==> src/rtl/four_tap_fractional_interpolator_assert.svh <==
// Assertion macros for the four-tap fractional interpolator.
// Both macros sample on the rising edge of the enclosing module's clock.
`ifndef FOUR_TAP_FRACTIONAL_INTERPOLATOR_ASSERT_SVH
`define FOUR_TAP_FRACTIONAL_INTERPOLATOR_ASSERT_SVH

`ifndef SYNTH

// The consequent must hold in the same cycle as the antecedent, outside reset.
`define FTFI_ASSERT_IMPLY(name, ante, cons) \
   name: assert property (@(posedge clock) disable iff (reset) (ante) |-> (cons)) \
      else $error("four_tap_fractional_interpolator: assertion failed");

// The consequent must hold in the cycle after the antecedent, reset included.
`define FTFI_ASSERT_NEXT(name, ante, cons) \
   name: assert property (@(posedge clock) (ante) |=> (cons)) \
      else $error("four_tap_fractional_interpolator: assertion failed");

`else

`define FTFI_ASSERT_IMPLY(name, ante, cons)

`define FTFI_ASSERT_NEXT(name, ante, cons)

`endif

`endif

==> src/rtl/ftfi_pkg.sv <==
`timescale 1ns / 1ps
package ftfi_pkg;

   localparam int FTFI_SAMPLE_BITS = 16;
   localparam int FTFI_FRAC_BITS   = 16;
   localparam int FTFI_MODE_W      = 3;

   localparam logic [FTFI_MODE_W-1:0] MODE_NONE    = 3'd0;
   localparam logic [FTFI_MODE_W-1:0] MODE_ROUND   = 3'd1;
   localparam logic [FTFI_MODE_W-1:0] MODE_LINEAR  = 3'd2;
   localparam logic [FTFI_MODE_W-1:0] MODE_KEYS    = 3'd3;
   localparam logic [FTFI_MODE_W-1:0] MODE_BSPLINE = 3'd4;
   localparam logic [FTFI_MODE_W-1:0] MODE_OMOMS   = 3'd5;
   localparam logic [FTFI_MODE_W-1:0] MODE_NNA     = 3'd6;
   localparam logic [FTFI_MODE_W-1:0] MODE_SCHAUM  = 3'd7;

   localparam logic [FTFI_MODE_W-1:0] MODE_RESET = MODE_LINEAR;

endpackage

==> src/rtl/ftfi_delay.sv <==
`timescale 1ns / 1ps
module ftfi_delay import ftfi_pkg::*; #(
   parameter int WIDTH = 8,
   parameter int DEPTH = 2
) (
   input  logic             clock,
   input  logic             reset,
   input  logic             adv,
   input  logic             valid_in,
   input  logic [WIDTH-1:0] data_in,
   output logic             valid_out,
   output logic [WIDTH-1:0] data_out
);

   logic [DEPTH-1:0] valid_ff;
   logic [WIDTH-1:0] data_ff [DEPTH];

   always_ff @(posedge clock) begin
      if (reset) begin
         valid_ff <= '0;
      end else if (adv) begin
         valid_ff <= {valid_ff[DEPTH-2:0], valid_in};
      end
   end

   always_ff @(posedge clock) begin
      if (adv) begin
         data_ff[0] <= data_in;
         for (int k = 1; k < DEPTH; k++) begin
            data_ff[k] <= data_ff[k-1];
         end
      end
   end

   assign valid_out = valid_ff[DEPTH-1];
   assign data_out  = data_ff[DEPTH-1];

endmodule

==> config.mk <==
export PLATFORM = sky130hd
export DESIGN_NAME = ftfi_delay
export DESIGN_NICKNAME = d
export VERILOG_FILES = /design/src/rtl/four_tap_fractional_interpolator_assert.svh /design/src/rtl/ftfi_pkg.sv /design/src/rtl/ftfi_delay.sv
export SDC_FILE = /design/constraint.sdc
export NUM_CORES = 1
export LEC_CHECK = 0
export BUFFER_PORTS_ARGS = -buffer_cell sky130_fd_sc_hd__buf_2
export CORE_MARGIN = 2
export CORE_UTILIZATION = 45
export CTS_CLUSTER_SIZE = 25
export DETAILED_ROUTE_END_ITERATION = 10
export GPL_TIMING_DRIVEN = 1
export PLACE_DENSITY = 0.73
export SETUP_SLACK_MARGIN = 0.2
export SYNTH_ARGS = -nofsm -noshare
export SYNTH_HDL_FRONTEND = slang
export SYNTH_SLANG_ARGS = --single-unit
==> constraint.sdc <==
create_clock -name clock -period 0.8 [get_ports clock]
set_input_delay 0.16 -clock clock [delete_from_list [all_inputs] [get_ports clock]]
set_output_delay 0.16 -clock clock [all_outputs]
set_load 0.01 [all_outputs]
**Yosys cells after proc, flatten, opt, wreduce, memory -nomap -nowiden**

Memory sizes are Yosys's and may differ from the RTL's.
Cells that the tools add are included.

- Multipliers: 0
- Reduce and logical (&&, ||, !) cells: 0
- Shift operators: 0
- Mux-type cells: 2
- Equal/unequal tests: 0
- Order comparisons: 0
- Divide/modulo/power cells: 0
- Bitwise operators: 0
- Add/sub/neg operators: 0

Operators by type and width:

| operator | number |
|---|---|
| two-way mux 1 bit | 2 |

- Register bits: 2
- Memory bits (read-only): 0
- Bits in writable memories: 16
- Latch bits: 0
- Output and inout port bits: 9
- Memories kept: 1
- Input bits: 12

Memory list:

| name | depth | bits a word | read ports | clocked after Yosys merged registers in | wr ports | RTL line | RTL |
|---|---|---|---|---|---|---|---|
| data_ff | 2 | 8 | 2 | 0 | 2 | ftfi_delay.sv:16 | `logic [WIDTH-1:0] data_ff [DEPTH];` |

**Depth between registers and ports, before layout**

- Depth in word-level cells: 2
- Mapped depth: 2
- Gate-level depth less buffers: 2

**Worst setup path after synthesis**

Ideal clock, no wire load.

- Path kind: register to output
- From: mem data_ff[1][0], in the netlist data_ff[0][8]
- To: out data_out[0]
- Slack: 164 ps
- Stages on the path, launching flop included: 2
- Data arrival time: 476 ps
- Path buffers: 1
- Path through: edfxtp_1 -> buf_4

RTL lines:

| what | RTL line | RTL |
|---|---|---|
| start: declaration | ftfi_delay.sv:16 |  |
| end: declaration | ftfi_delay.sv:12 | `output logic [WIDTH-1:0] data_out` |

==> results.md <==
Outcome:
- The run finished, with violations left.
- The checks that failed: setup timing.

Yosys:
- The post-synthesis sequential area ratio is between 80% and 90%.
- The post-synthesis sequential element count is 18.
- The most used flip-flop cell after synthesis is sky130_fd_sc_hd__edfxtp_1.
- Yosys printed 0 warnings.
- Ranked by total cell area, the synthesized netlist is headed by sky130_fd_sc_hd__edfxtp_1 (79%), sky130_fd_sc_hd__buf_4 (9.9%), sky130_fd_sc_hd__dfxtp_1 (6.6%), sky130_fd_sc_hd__mux2i_1 (3.3%), sky130_fd_sc_hd__nor2_1 (1.2%).
- The cell count after synthesis came out at 30.
- Synthesis produced a netlist with a net count of 42.
- The share of synthesized area in the top cell type comes to about four fifths.
- The count of unique library cells instantiated by Yosys is 5.
- The biggest area contributor in the post-synthesis netlist is sky130_fd_sc_hd__edfxtp_1.
- Yosys mapped a number of flops with a built-in enable equal to 16.
- Summing every instance area after synthesis gives between 600 and 700 µm².
- Counting instances in the post-synthesis netlist gives the leading cell types as sky130_fd_sc_hd__edfxtp_1 (16), sky130_fd_sc_hd__buf_4 (8), sky130_fd_sc_hd__dfxtp_1 (2), sky130_fd_sc_hd__mux2i_1 (2), sky130_fd_sc_hd__nor2_1 (2).
- For this run, asynchronously set or reset flops after synthesis account for 0%.
- After synthesis, the mean cell area works out to ~20 µm².
- Yosys instantiated no cell more often than sky130_fd_sc_hd__edfxtp_1.

Clock network:
- Clock tree synthesis inserted a total of 3 buffers.
- The CTS tree is yes.
- The clock passes through at most 2 buffers.
- The clock root buffer is sky130_fd_sc_hd__clkbuf_4.
- CTS built an H-tree with a depth of 1.
- CTS saw 18 sinks.
- Clock latency on the worst-skew pair, taken at its later pin, is approximately 0.27 ns.
- The CTS clock-pin slew for the worst setup and hold paths is around 0.090 ns.

Worst setup path:
- The critical setup path kind is reg -> out.
- The number of buffers and inverters on the critical path is 1.
- For the worst setup path, the data arrival time is 0.78 ns.
- The peak fanout along the critical path is 1.
- The signal on the critical path passes through buf_2.
- The data required time of the critical path is approximately 0.64 ns.
- On the critical path the largest part of the delay comes from flip-flops.
- STA classifies the critical path startpoint as a register.
- STA classifies the critical path endpoint as a primary output.
- The cell at the slowest stage of the critical path is sky130_fd_sc_hd__edfxtp_1.
- The peak per-stage delay on the critical path is 0.37 ns.

Global routing:
- The initial antenna violation count is 0.
- The maximum number of pins on one net before global-route repair is 11.
- The number of global-route vias before repair is 219.
- The total global routing overflow is 0.
- In the global route stage, overall resource usage came out at a little under a tenth.
- The global-route wire length before repair is ~950 µm.

STA:
- The actual transition at the worst max-transition pin is 0.126 ns.
- Setup violations remaining at the end of the flow were counted as 9.
- The number of pins exceeding their max-slew limit in the final report is 0.
- Setup repair after global routing could not meet its margin everywhere.
- Clock skew on the completed layout was measured at about 0.00076 ns.
- The post-route fraction of the period consumed by the critical path is 118%.
- The achievable frequency is between 1 and 1.5 GHz.
- The final setup slack of the worst path is -0.143 ns.
- The number of hold-slack violations in the final timing report is 0.
- The final critical path time including I/O delays and setup is about 0.94 ns.
- The normalized max-slew margin is between 90% and 100%.

Floorplan:
- The die is between 40 and 50 µm tall.
- Measured along the x axis, the die boundary spans approximately 40 µm.
- In this run the standard cell core region covers between 0.001 and 0.0015 mm².
- The number of primary I/O pins is 21.
- The floorplan step defined a die boundary enclosing around 0.0017 mm².
- The starting utilization of the core area is 47.3%.
- Row generation in the floorplan step produced 13 rows.

Routing:
- The number of nets with antenna violations after detailed routing is 0.
- The number of optimization iterations in the first detailed-route pass is 2.
- After detailed routing, the number of remaining DRC violations is 0.
- Wires add up to about 700 µm.
- The final route contains roughly 270 vias.
- The average via count per standard cell is between 4 and 5.
- The detailed-route wire length per cell is ~11 µm.
- The number of violations reported at the end of detailed-routing iteration 0 is 5.

Flow run:
- Across the run, the number of max-cap violations was 0.

Worst hold path:
- In this run the worst hold path is classified as in -> reg.

Pwr:
- The worst ir drop on vdd is ~0.0013 V.
- Total power for the finished layout comes to about 1.6 mW.
- In this run the static leakage power is 0.298 nW.
- Power spread over the standard cell area amounts to roughly 2200 mW/mm².

Place:
- The number of placed instances, taps included is 59.
- The congestion estimate from routability-driven global placement came to between 0.5 and 0.6.
- The number of buffers inserted by port buffering is 20.
- In this run the cell area measured after placement is between 600 and 700 µm².

Final layout:
- Of the cells placed in the final design, the portion with a size suffix greater than 1 is a little under three fifths.
- The area growth from synthesis to layout is 19.3%.
- The repair_antennas step left the layout with diodes totalling 0.
- The non-filler instance count after layout is between 60 and 70.
- The utilization after layout is 56.5%.
- With fillers left out, the area of the finished cells amounts to a little over 700 µm².
- The layout filler cell count is 113.
- At the end of the flow, the number of nets in the layout was a little over 60.
## layout make-up
| class | count | area (µm²) | area share [%] |
|---|---|---|---|
| Clock buffer | 3 | 22.5 | 3.10 |
| Sequential cell | 18 | 523 | 72.1 |
| Timing Repair Buffer | 22 | 134 | 18.4 |
| Tap cell | 15 | 18.8 | 2.59 |
| Multi-Input combinational cell | 4 | 27.5 | 3.79 |
## cells by family (layout without fill, tap and decap cells)
kind of cell | after synthesis | count (layout) | synth area share, %
AND/OR/NAND/NOR | 2 | 2 | 1.24
flip-flops | 18 | 18 | 85.6
buffers and inverters | 8 | 25 | 9.88
multiplexers | 2 | 2 | 3.29
## sequential cells by signal, summed over array words and instances (netlist names)
register / cells
valid_ff: 2
data_ff: 16
## cell usage in the layout, fill, tap and decap left out
cell type	count
sky130_fd_sc_hd__buf_2	19
sky130_fd_sc_hd__edfxtp_1	16
sky130_fd_sc_hd__clkbuf_4	3
sky130_fd_sc_hd__mux2i_1	2
sky130_fd_sc_hd__nor2_1	2
sky130_fd_sc_hd__dfxtp_2	2
sky130_fd_sc_hd__buf_6	1
sky130_fd_sc_hd__buf_4	1
sky130_fd_sc_hd__buf_12	1
## final timing paths
path,start,to,slack [ns],cells after the start
max,data_ff[0][10]$_DFFE_PP_,data_out[2],-0.14,1
min,reset,valid_ff[0]$_SDFFE_PP0P_,0.05,2
max reg2reg,data_ff[0][3]$_DFFE_PP_,data_ff[0][11]$_DFFE_PP_,0.16,0
min reg2reg,data_ff[0][2]$_DFFE_PP_,data_ff[0][10]$_DFFE_PP_,0.43,0
## report_power, final
| part | switching (mW) | internal, mW |
|---|---|---|
| sequential | 0.0162 | 1.10 |
| combinational | 0.0514 | 0.0569 |
| clock | 0.227 | 0.174 |
## per-stage QoR
step | hold slack, ns | TNS, ns | setup WS, ns
global route | 0.0266 | -1.57 | -0.194
floorplan | 0.232 | 0 | 0.164
global placement | 0.335 | 0 | 0.0584
detailed placement | 0.338 | 0 | 0.0194
finish | 0.0453 | -1.15 | -0.143
CTS | 0.0412 | -1.24 | -0.156
## what timing repair did
action / 4_1_cts / 5_1_grt
resized for setup: 3 / 0
hold buffers: 0 / 0
endpoints found under the setup margin: 19 / 19
setup buffers: 0 / 0
## per-layer routing
metal	global-route usage (%)	routed length [µm]
met1	10.5	288
met2	16.3	338
met3	1.63	61
met4	7.50	11
met5	0	0
Note: power is estimated with default switching activity, not from simulation.
