==> config.mk <==
export PLATFORM = sky130hd
export DESIGN_NAME = ftfi_div
export DESIGN_NICKNAME = d
export VERILOG_FILES = /design/src/rtl/four_tap_fractional_interpolator_assert.svh /design/src/rtl/ftfi_pkg.sv /design/src/rtl/ftfi_div.sv
export SDC_FILE = /design/constraint.sdc
export NUM_CORES = 1
export LEC_CHECK = 0
export BUFFER_PORTS_ARGS = -buffer_cell sky130_fd_sc_hd__buf_2
export CORE_UTILIZATION = 40
export DETAILED_ROUTE_END_ITERATION = 6
export PLACE_DENSITY = 0.67
export RECOVER_POWER = 100
export SETUP_SLACK_MARGIN = 0.15
export SLEW_MARGIN = 20
export SYNTH_ARGS = -nofsm -noshare
export SYNTH_HDL_FRONTEND = slang
export SYNTH_SLANG_ARGS = --single-unit
export TNS_END_PERCENT = 10
==> constraint.sdc <==
create_clock -name clock -period 2.35 [get_ports clock]
set_input_delay 0 -clock clock [delete_from_list [all_inputs] [get_ports clock]]
set_output_delay 0 -clock clock [all_outputs]
set_load 0.02 [all_outputs]
==> src/rtl/four_tap_fractional_interpolator_assert.svh <==
// Assertion macros for the four-tap fractional interpolator.
// Both macros sample on the rising edge of the enclosing module's clock.
`ifndef FOUR_TAP_FRACTIONAL_INTERPOLATOR_ASSERT_SVH
`define FOUR_TAP_FRACTIONAL_INTERPOLATOR_ASSERT_SVH

`ifndef SYNTH

// The consequent must hold in the same cycle as the antecedent, outside reset.
`define FTFI_ASSERT_IMPLY(name, ante, cons) \
   name: assert property (@(posedge clock) disable iff (reset) (ante) |-> (cons)) \
      else $error("four_tap_fractional_interpolator: assertion failed");

// The consequent must hold in the cycle after the antecedent, reset included.
`define FTFI_ASSERT_NEXT(name, ante, cons) \
   name: assert property (@(posedge clock) (ante) |=> (cons)) \
      else $error("four_tap_fractional_interpolator: assertion failed");

`else

`define FTFI_ASSERT_IMPLY(name, ante, cons)

`define FTFI_ASSERT_NEXT(name, ante, cons)

`endif

`endif

==> src/rtl/ftfi_pkg.sv <==
`timescale 1ns / 1ps
package ftfi_pkg;

   localparam int FTFI_SAMPLE_BITS = 16;
   localparam int FTFI_FRAC_BITS   = 16;
   localparam int FTFI_MODE_W      = 3;

   localparam logic [FTFI_MODE_W-1:0] MODE_NONE    = 3'd0;
   localparam logic [FTFI_MODE_W-1:0] MODE_ROUND   = 3'd1;
   localparam logic [FTFI_MODE_W-1:0] MODE_LINEAR  = 3'd2;
   localparam logic [FTFI_MODE_W-1:0] MODE_KEYS    = 3'd3;
   localparam logic [FTFI_MODE_W-1:0] MODE_BSPLINE = 3'd4;
   localparam logic [FTFI_MODE_W-1:0] MODE_OMOMS   = 3'd5;
   localparam logic [FTFI_MODE_W-1:0] MODE_NNA     = 3'd6;
   localparam logic [FTFI_MODE_W-1:0] MODE_SCHAUM  = 3'd7;

   localparam logic [FTFI_MODE_W-1:0] MODE_RESET = MODE_LINEAR;

endpackage

==> src/rtl/ftfi_div.sv <==
`timescale 1ns / 1ps
module ftfi_div import ftfi_pkg::*; #(
   parameter int DEN_W = 8,
   parameter int QUO_W = 8
) (
   input  logic                   clock,
   input  logic                   adv,
   input  logic [DEN_W+QUO_W-1:0] num,
   input  logic [DEN_W-1:0]       den,
   output logic [QUO_W-1:0]       quo
);

   // Restoring division, one quotient bit per stage. The caller guarantees
   // that the numerator's upper DEN_W bits are below the divisor.

   logic [DEN_W-1:0] rem_ff [QUO_W-1];
   logic [DEN_W-1:0] den_ff [QUO_W-1];
   logic [QUO_W-1:0] low_ff [QUO_W-1];
   logic [QUO_W-1:0] quo_ff [QUO_W];
   logic [DEN_W:0]   step_in [QUO_W];

   function automatic logic [DEN_W:0] div_step(input logic [DEN_W-1:0] rem,
                                               input logic nbit,
                                               input logic [DEN_W-1:0] d);
      logic [DEN_W:0] trial;
      logic           take;
      trial = {rem, nbit};
      take  = trial >= {1'b0, d};
      if (take) begin
         trial = trial - {1'b0, d};
      end
      return {take, trial[DEN_W-1:0]};
   endfunction

   always_comb begin
      step_in[0] = div_step(num[DEN_W+QUO_W-1:QUO_W], num[QUO_W-1], den);
      for (int k = 1; k < QUO_W; k++) begin
         step_in[k] = div_step(rem_ff[k-1], low_ff[k-1][QUO_W-1], den_ff[k-1]);
      end
   end

   always_ff @(posedge clock) begin
      if (adv) begin
         rem_ff[0] <= step_in[0][DEN_W-1:0];
         den_ff[0] <= den;
         low_ff[0] <= {num[QUO_W-2:0], 1'b0};
         quo_ff[0] <= {{(QUO_W-1){1'b0}}, step_in[0][DEN_W]};
         for (int k = 1; k < QUO_W - 1; k++) begin
            rem_ff[k] <= step_in[k][DEN_W-1:0];
            den_ff[k] <= den_ff[k-1];
            low_ff[k] <= {low_ff[k-1][QUO_W-2:0], 1'b0};
         end
         for (int k = 1; k < QUO_W; k++) begin
            quo_ff[k] <= {quo_ff[k-1][QUO_W-2:0], step_in[k][DEN_W]};
         end
      end
   end

   assign quo = quo_ff[QUO_W-1];

endmodule

## Word-level counts from Yosys, hierarchy flattened

Memory sizes are Yosys's and may differ from the RTL's.
Index checks and enable logic that the tools add are counted.

| word-level totals | value |
|---|---|
| register bits after elaboration | 0 |
| memory bits (writable) | 225 |
| bits of input ports | 26 |
| output and inout bits | 8 |
| word-level logic and storage cells | 28 |
| memories kept | 4 |

| operators by class | value |
|---|---|
| add/sub/neg operators | 7 |
| $lt $le $gt $ge | 8 |
| mux-type cells | 9 |

Memories:

| memory | words | width | read ports | clocked after memory_dff | wr ports | RTL line | source |
|---|---|---|---|---|---|---|---|
| quo_ff | 8 | 8 | 8 | 0 | 8 | ftfi_div.sv:19 | `logic [QUO_W-1:0] quo_ff [QUO_W];` |
| den_ff | 7 | 8 | 7 | 0 | 7 | ftfi_div.sv:17 | `logic [DEN_W-1:0] den_ff [QUO_W-1];` |
| rem_ff | 7 | 8 | 7 | 0 | 7 | ftfi_div.sv:16 | `logic [DEN_W-1:0] rem_ff [QUO_W-1];` |
| low_ff | 7 | 7 | 7 | 0 | 7 | ftfi_div.sv:18 | `logic [QUO_W-1:0] low_ff [QUO_W-1];` |

Operator list:

| operator | count |
|---|---|
| greater-or-equal comparator 9 x 8 -> 1 bit | 8 |
| two-way mux 8 bit | 7 |
| subtractor 8 bit | 7 |
| two-way mux 1 bit | 2 |

## Longest topological paths before layout

Gate-level depths: netlist of the first run.
An unclocked memory read counts as a cell.

| logic depth | value |
|---|---|
| word-level depth | 3 |
| gate-level depth with buffers | 8 |
| depth with buffers taken out | 8 |

## Worst setup path before layout of the first run

No wires, ideal clock.

| timing path | value |
|---|---|
| path type | flip-flop to flip-flop |
| start point | memory rem_ff[0][5] |
| end point | memory rem_ff[1][2], data pin |
| setup time | 0.260 ns |
| arrival time | 1.901 ns |
| data required time | 2.090 ns |
| slack | 0.189 ns |
| stages on the path, launching flop included | 7 |
| buffers on the path | 1 |
| clock period less this slack | 2.161 ns |
| cells stage by stage | edfxtp_1 > ha_1 > a21o_1 > a2111oi_2 > o31a_1 > buf_6 > mux2_4 |

RTL lines:

| element | RTL line |
|---|---|
| start: declaration | ftfi_div.sv:16 |

==> results of run 1 <==
per-stage QoR:
stage	cell area (µm²)	hold slack, ps
detailed placement	9839	178.2
CTS	10770	7.546
floorplan	9215	98.87
global placement	9839	178.8
global route	10690	98.15
finish	10690	100.6
sequential cells by signal (all words and copies together) (netlist names):
name / cells
den_ff: 56
rem_ff: 56
quo_ff: 36
low_ff: 28
final cells by class:
| class | instances | area (µm²) | share of cell area (%) |
|---|---|---|---|
| Clock buffer | 17 | 425.4 | 3.979 |
| Clock inverter | 15 | 221.5 | 2.071 |
| Inverter | 84 | 315.3 | 2.949 |
| Multi-Input combinational cell | 404 | 3475 | 32.50 |
| Sequential cell | 176 | 5285 | 49.43 |
| Tap cell | 285 | 356.6 | 3.335 |
| Timing Repair Buffer | 87 | 613.1 | 5.734 |
kinds of logic (layout without fill, tap and decap cells):
logic type / after synthesis / after routing / synth area share [%]
compound gates: 145 / 145 / 11.89
fa+ha+maj: 71 / 71 / 10.21
simple gates: 117 / 117 / 6.816
mux: 57 / 57 / 7.821
buf+inv: 98 / 203 / 4.576
flops: 176 / 176 / 57.35
xor+xnor: 14 / 14 / 1.331
final timing paths:
path | from | endpoint | slack [ps] | cells past startpoint
max | rem_ff[2][4] | rem_ff[3][4] | 50 | 6
min | num[15] | quo_ff[0][0] | 100 | 5
max reg2reg | rem_ff[2][4] | rem_ff[3][4] | 50 | 6
min reg2reg | low_ff[4][4] | low_ff[5][5] | 410 | 0
routing by layer:
layer	GRT usage (%)	share of wire, %	vias up
met5	0	0	-
met4	4.952	1.8	0
met3	3.129	2.1	18
met2	25.02	55	61
met1	12.65	41	2546
li1	-	-	2714
cells in the mapped netlist (2+ instances only):
master / instances / area share, %
a21oi_2: 4 / 0.38
o21ai_0: 26 / 1.4
ha_1: 64 / 8.7
mux2_4: 28 / 4.6
o2111ai_1: 2 / 0.19
or4b_1: 7 / 0.76
nand2b_1: 6 / 0.41
o211ai_1: 2 / 0.16
edfxtp_1: 176 / 57
o21ai_1: 3 / 0.16
o21bai_1: 4 / 0.33
nand3_1: 22 / 1.2
fa_1: 7 / 1.5
nand2_1: 12 / 0.49
a211oi_1: 4 / 0.33
and2b_2: 3 / 0.29
mux2i_1: 21 / 2.3
inv_1: 84 / 3.4
nor4_1: 3 / 0.20
a21oi_1: 29 / 1.6
or3_1: 3 / 0.20
nor2b_1: 18 / 1.2
buf_6: 3 / 0.37
nor3_1: 7 / 0.38
o41ai_2: 3 / 0.53
nor2_1: 30 / 1.2
buf_4: 8 / 0.65
clkbuf_1: 2 / 0.081
xnor2_1: 12 / 1.1
o21a_1: 16 / 1.3
a21o_1: 17 / 1.4
nand4_1: 3 / 0.20
xor2_1: 2 / 0.19
o21ai_4: 2 / 0.35
mux2_1: 8 / 0.98
a41oi_4: 2 / 0.60
o31a_1: 16 / 1.5
o211a_1: 3 / 0.33
a311oi_1: 2 / 0.19
or4_1: 3 / 0.24
a2111oi_2: 3 / 0.49
a31o_2: 2 / 0.19
power by group:
part	internal, mW	switching, mW	total, mW
clock network	1.65	1.32	2.97
logic	1.77	1.76	3.53
registers	4.22	0.249	4.47
total	7.64	3.33	11.0
critical path, delay by kind of cell, from the launching register on:
kind	cells	cell delay (ps)
compound gates	3	940
fa+ha+maj	1	250
buf+inv	1	150
flops	1	420
mux	1	290
timing repair:
action | CTS | global route
buffers inserted | 2 | 7
hold endpoints to repair | 23 | 0
gates resized for setup | 4 | 11
endpoints found under the setup margin | 21 | 42
hold buffers | 23 | 0
pin swaps | 3 | 5
==> impl_results.md, run 1 <==
- Final core utilization: 47.22%
- Worst slew margin: 20.37%
- CP Launch Type: register
- Fmax: 434.9 MHz
- Delay of the slowest critical-path stage: 460 ps
- Cell count after synthesis: 678
- GRT Util Overall: 12.72%
- Dpl hpwl: 10120 µm
- Clock Skew: 10.48 ps
- Commonest non-fill, non-tap cell in the layout: edfxtp_1
- Final Critical Period: 2300 ps
- DR iter-0 viols: 286
- Die ar.: 23650 µm²
- Final worst-path cycle share: 97.86%
- Number of diodes: 0
- Hold WC Path Type: input port to register
- Final hold vios: 0
- Max cap viols: 0
- Root Driver: clkbuf_16
- Die H: 153.8 µm
- Layout fillers: 1983
- I/O Pins: 34
- H-tree levels: 4
- Die width: 153.8 µm
- Worst-path maximum fanout: 9
- Total CTS buffers: 17
- Global-route wire length before repair: 24030 µm
- Detailed-route via count: 5339
- Syn. warnings: 0
- Final setup violation count: 0
- Initial Utilization: 40.70%
- Post-synthesis register bit count: 176
- Synth Cell Area: 9215 µm²
- Grt ovf: 0
- Fin. max-slew vios: 0
- Vias per cell: 4.999
- Antenna viol nets, final: 0
- Worst Path Arrival: 2480 ps
- Share of cells above drive strength 1: 14.30%
- Distinct cells, synth: 48
- Leak pwr: 4.251 nW
- IO Port Bufs: 33
- Worst slew pin tran: 1194 ps
- Syn nets: 775
- Asr flop ratio synth: 0%
- Clk slew on worst S/H paths: 70 ps
- WL/cell: 13.43 µm
- Avg Cell Area, Syn: 13.59 µm²
- Clk sinks: 176
- Status: finished, final reports clean
- DR pass1 iterations: 4
- Cell Pwr Density: 1025 nW/µm²
- Number of global-route vias before repair: 5467
- Longest Clk Path Bufs: 2
- Post-synth EDFFs: 176
- Maximum VDD drop: 0.0004681 V
- Post-route DRC: 0
- Tot Pwr: 10.96 mW
- Clk_lat worst skew: 430 ps
- Final net count: 867
- Ys flop type: edfxtp_1
- Setup TNS: 0 ps
- Post-synthesis sequential area ratio: 57.35%
- Worst path slowest cell: a2111oi_0
- Critical Path RT: 2530 ps
- P&R area growth vs syn: 16.02%
- Worst path cell trace: ha_1 -> a21o_1 -> a2111oi_0 -> o31a_1 -> buf_12 -> mux2_4
- Critical path class: register to register
- Most frequent cells in the layout: edfxtp_1, inv_1, ha_1, a21oi_1, nor2_1
- Largest net degree at the start of global routing: 71
- DRT Wirelength: 14350 µm
- Non-filler instance count after layout: 1068
- Worst setup margin: 50.40 ps
- CTS tree: done
- Final weighted congestion in routability-driven placement: 0.8184
- Setup crit end kind: register
- Placed Cells: 1004
- RSZ-0062 raised after global routing: yes
- Initial antenna violation count: 0
- Setup slack after placement: 85.35 ps
- CORE AREA: 22640 µm²
- Row count: 55
No activity file was read; power rests on OpenSTA's default activity.
==> inputs of run 2 (changes only) <==
--- a/config.mk
+++ b/config.mk
@@ -6,9 +6,9 @@
 export NUM_CORES = 1
 export LEC_CHECK = 0
 export BUFFER_PORTS_ARGS = -buffer_cell sky130_fd_sc_hd__buf_2
-export CORE_UTILIZATION = 40
+export CORE_UTILIZATION = 62
 export DETAILED_ROUTE_END_ITERATION = 6
-export PLACE_DENSITY = 0.67
+export PLACE_DENSITY = 0.91
 export RECOVER_POWER = 100
 export SETUP_SLACK_MARGIN = 0.15
 export SLEW_MARGIN = 20
==> constraint.sdc (replaced) <==
create_clock -name clock -period 2.5 [get_ports clock]
set_input_delay 0 -clock clock [delete_from_list [all_inputs] [get_ports clock]]
set_output_delay 0 -clock clock [all_outputs]
set_load 0.02 [all_outputs]
==> impl_results.md, run 2 (same netlist as run 1, synthesis figures left out) <==
- WL/cell: 18.04 µm
- Final hold vios: 0
- Vias per cell: 6.014
- Met2 wire length: 9598 µm
- Number of diodes: 0
- CTS tree: done
- Setup slack after placement: 120.4 ps
- Worst setup margin: 122.1 ps
- Worst reg2reg endpoint: rem_ff[1][4]
- Worst Setup EP: rem_ff[1][4]
- Worst Path Arrival: 2560 ps
- Commonest non-fill, non-tap cell in the layout: edfxtp_1
- Longest Clk Path Bufs: 2
- R2r setup slk: 120 ps
- Clk slew on worst S/H paths: 60 ps
- Final setup violation count: 0
- Largest registers: den_ff (56), rem_ff (56), quo_ff (36)
- Max cap viols: 0
- Grt ovf: 0
- DR iter-0 viols: 348
- Origin of the critical flop-to-flop path: den_ff[0][6]
- Most frequent cells in the layout: edfxtp_1, inv_1, ha_1, a21oi_1, nor2_1
- Layout fillers: 911
- Setup TNS: 0 ps
- CP Launch Type: register
- I/O Pins: 34
- Clk sinks: 176
- Die width: 123.9 µm
- DR pass1 iterations: 7
- Maximum VDD drop: 0.0005659 V
- Hold WC Path Type: input port to register
- Worst slew margin: 3.790%
- Worst-case reg-to-reg path depth: 7
- Antenna viol nets, final: 0
- Clk_lat worst skew: 440 ps
- Leak pwr: 4.116 nW
- P&R area growth vs syn: 11.38%
- Global-route wire length before repair: 27440 µm
- Largest net degree at the start of global routing: 63
- H-tree levels: 4
- Root Driver: clkbuf_16
- Initial Utilization: 63.40%
- Status: finished, final reports clean
- Final worst-path cycle share: 95.12%
- RSZ-0062 raised after global routing: yes
- Final Critical Period: 2378 ps
- Die H: 123.9 µm
- Fmax: 420.5 MHz
- Setup crit end kind: register
- Routed length on met1: 6137 µm
- Number of global-route vias before repair: 5926
- Die ar.: 15350 µm²
- Met3 WL: 597 µm
- Crit path from: den_ff[0][6]
- Top Metal Used: met4
- GRT Util Overall: 23.96%
- Worst slew pin tran: 1443 ps
- Cell Pwr Density: 989.5 nW/µm²
- Worst-path maximum fanout: 7
- Initial antenna violation count: 0
- Share of cells above drive strength 1: 11.07%
- Fin. max-slew vios: 0
- Row count: 44
- Critical path class: register to register
- Clock Skew: 12.09 ps
- Tot Pwr: 10.16 mW
- Final net count: 844
- DRT Wirelength: 17010 µm
- CORE AREA: 14530 µm²
- Final weighted congestion in routability-driven placement: 0.9146
- Dpl hpwl: 11440 µm
- Critical Path RT: 2690 ps
- Post-route DRC: 0
- Detailed-route via count: 5671
- Total CTS buffers: 17
- IO Port Bufs: 33
==> run 2: cell count changes in the layout (fill, tap and decap cells not counted), sizes merged <==
cell    previous run  this run
buf               38        24
clkbuf            43        35
inv               90        88
==> run 2: timing repair <==
action / CTS / global route
buffers inserted: 0 / 1
gates resized for setup: 1 / 4
hold buffers: 23 / 0
hold endpoints to repair: 23 / 0
gates cloned: 0 / 0
endpoints found under the setup margin: 7 / 29
pin swaps: 0 / 2
==> run 2: metrics by stage <==
step / cells / area (µm²) / utilization (%) / hold slack (ps)
finish: 943 / 10260 / 70.62 / 156.4
global route: 943 / 10260 / 70.62 / 162.4
CTS: 942 / 10390 / 71.46 / 46.99
detailed placement: 888 / 9588 / 65.97 / 178.4
global placement: 888 / 9588 / 65.97 / 177.1
floorplan: 678 / 9215 / - / 98.87
==> run 2: cell type report <==
class	instances	area [µm²]	area share [%]
multi-input cells	404	3433	33.45
clock buffers	18	429.2	4.181
well taps	184	230.2	2.243
inverters	84	315.3	3.072
flip-flops and latches	176	5285	51.49
clock inverters	13	136.4	1.329
repair buffers	64	434.2	4.230
==> run 2: how the worst min path moves through the flow <==
stage	startpoint	endpoint	slack, ps	cells after the start
after global routing	num[15]	quo_ff[0][0]	160	5
after detailed placement	num[1]	low_ff[0][1]	180	1
after floorplan	den[0]	den_ff[0][0]	100	0
after global placement	num[1]	low_ff[0][1]	180	1
after CTS	adv	quo_ff[1][25]	50	1
final	num[15]	quo_ff[0][0]	160	5
==> run 2: worst max-delay path, stage by stage, from the launching register on <==
cell and delay (ps):
edfxtp_1 390, inv_1 80, ha_2 310, a21o_1 230, a2111oi_1 410, o31a_1 200, buf_4 180, mux2_4 320
==> run 2: where the power goes <==
| group | switching (mW) | internal [mW] | total, mW | leakage [nW] |
|---|---|---|---|---|
| logic | 1.83 | 1.55 | 3.38 | 2.13 |
| registers | 0.244 | 3.97 | 4.21 | 1.71 |
| clock network | 1.10 | 1.47 | 2.57 | 0.272 |
==> run 2: layer usage <==
| layer | up-vias | track usage [%] |
|---|---|---|
| met5 | - | 0 |
| met4 | 0 | 14.14 |
| met3 | 62 | 5.907 |
| met2 | 173 | 45.94 |
| met1 | 2759 | 22.81 |
| li1 | 2677 | - |
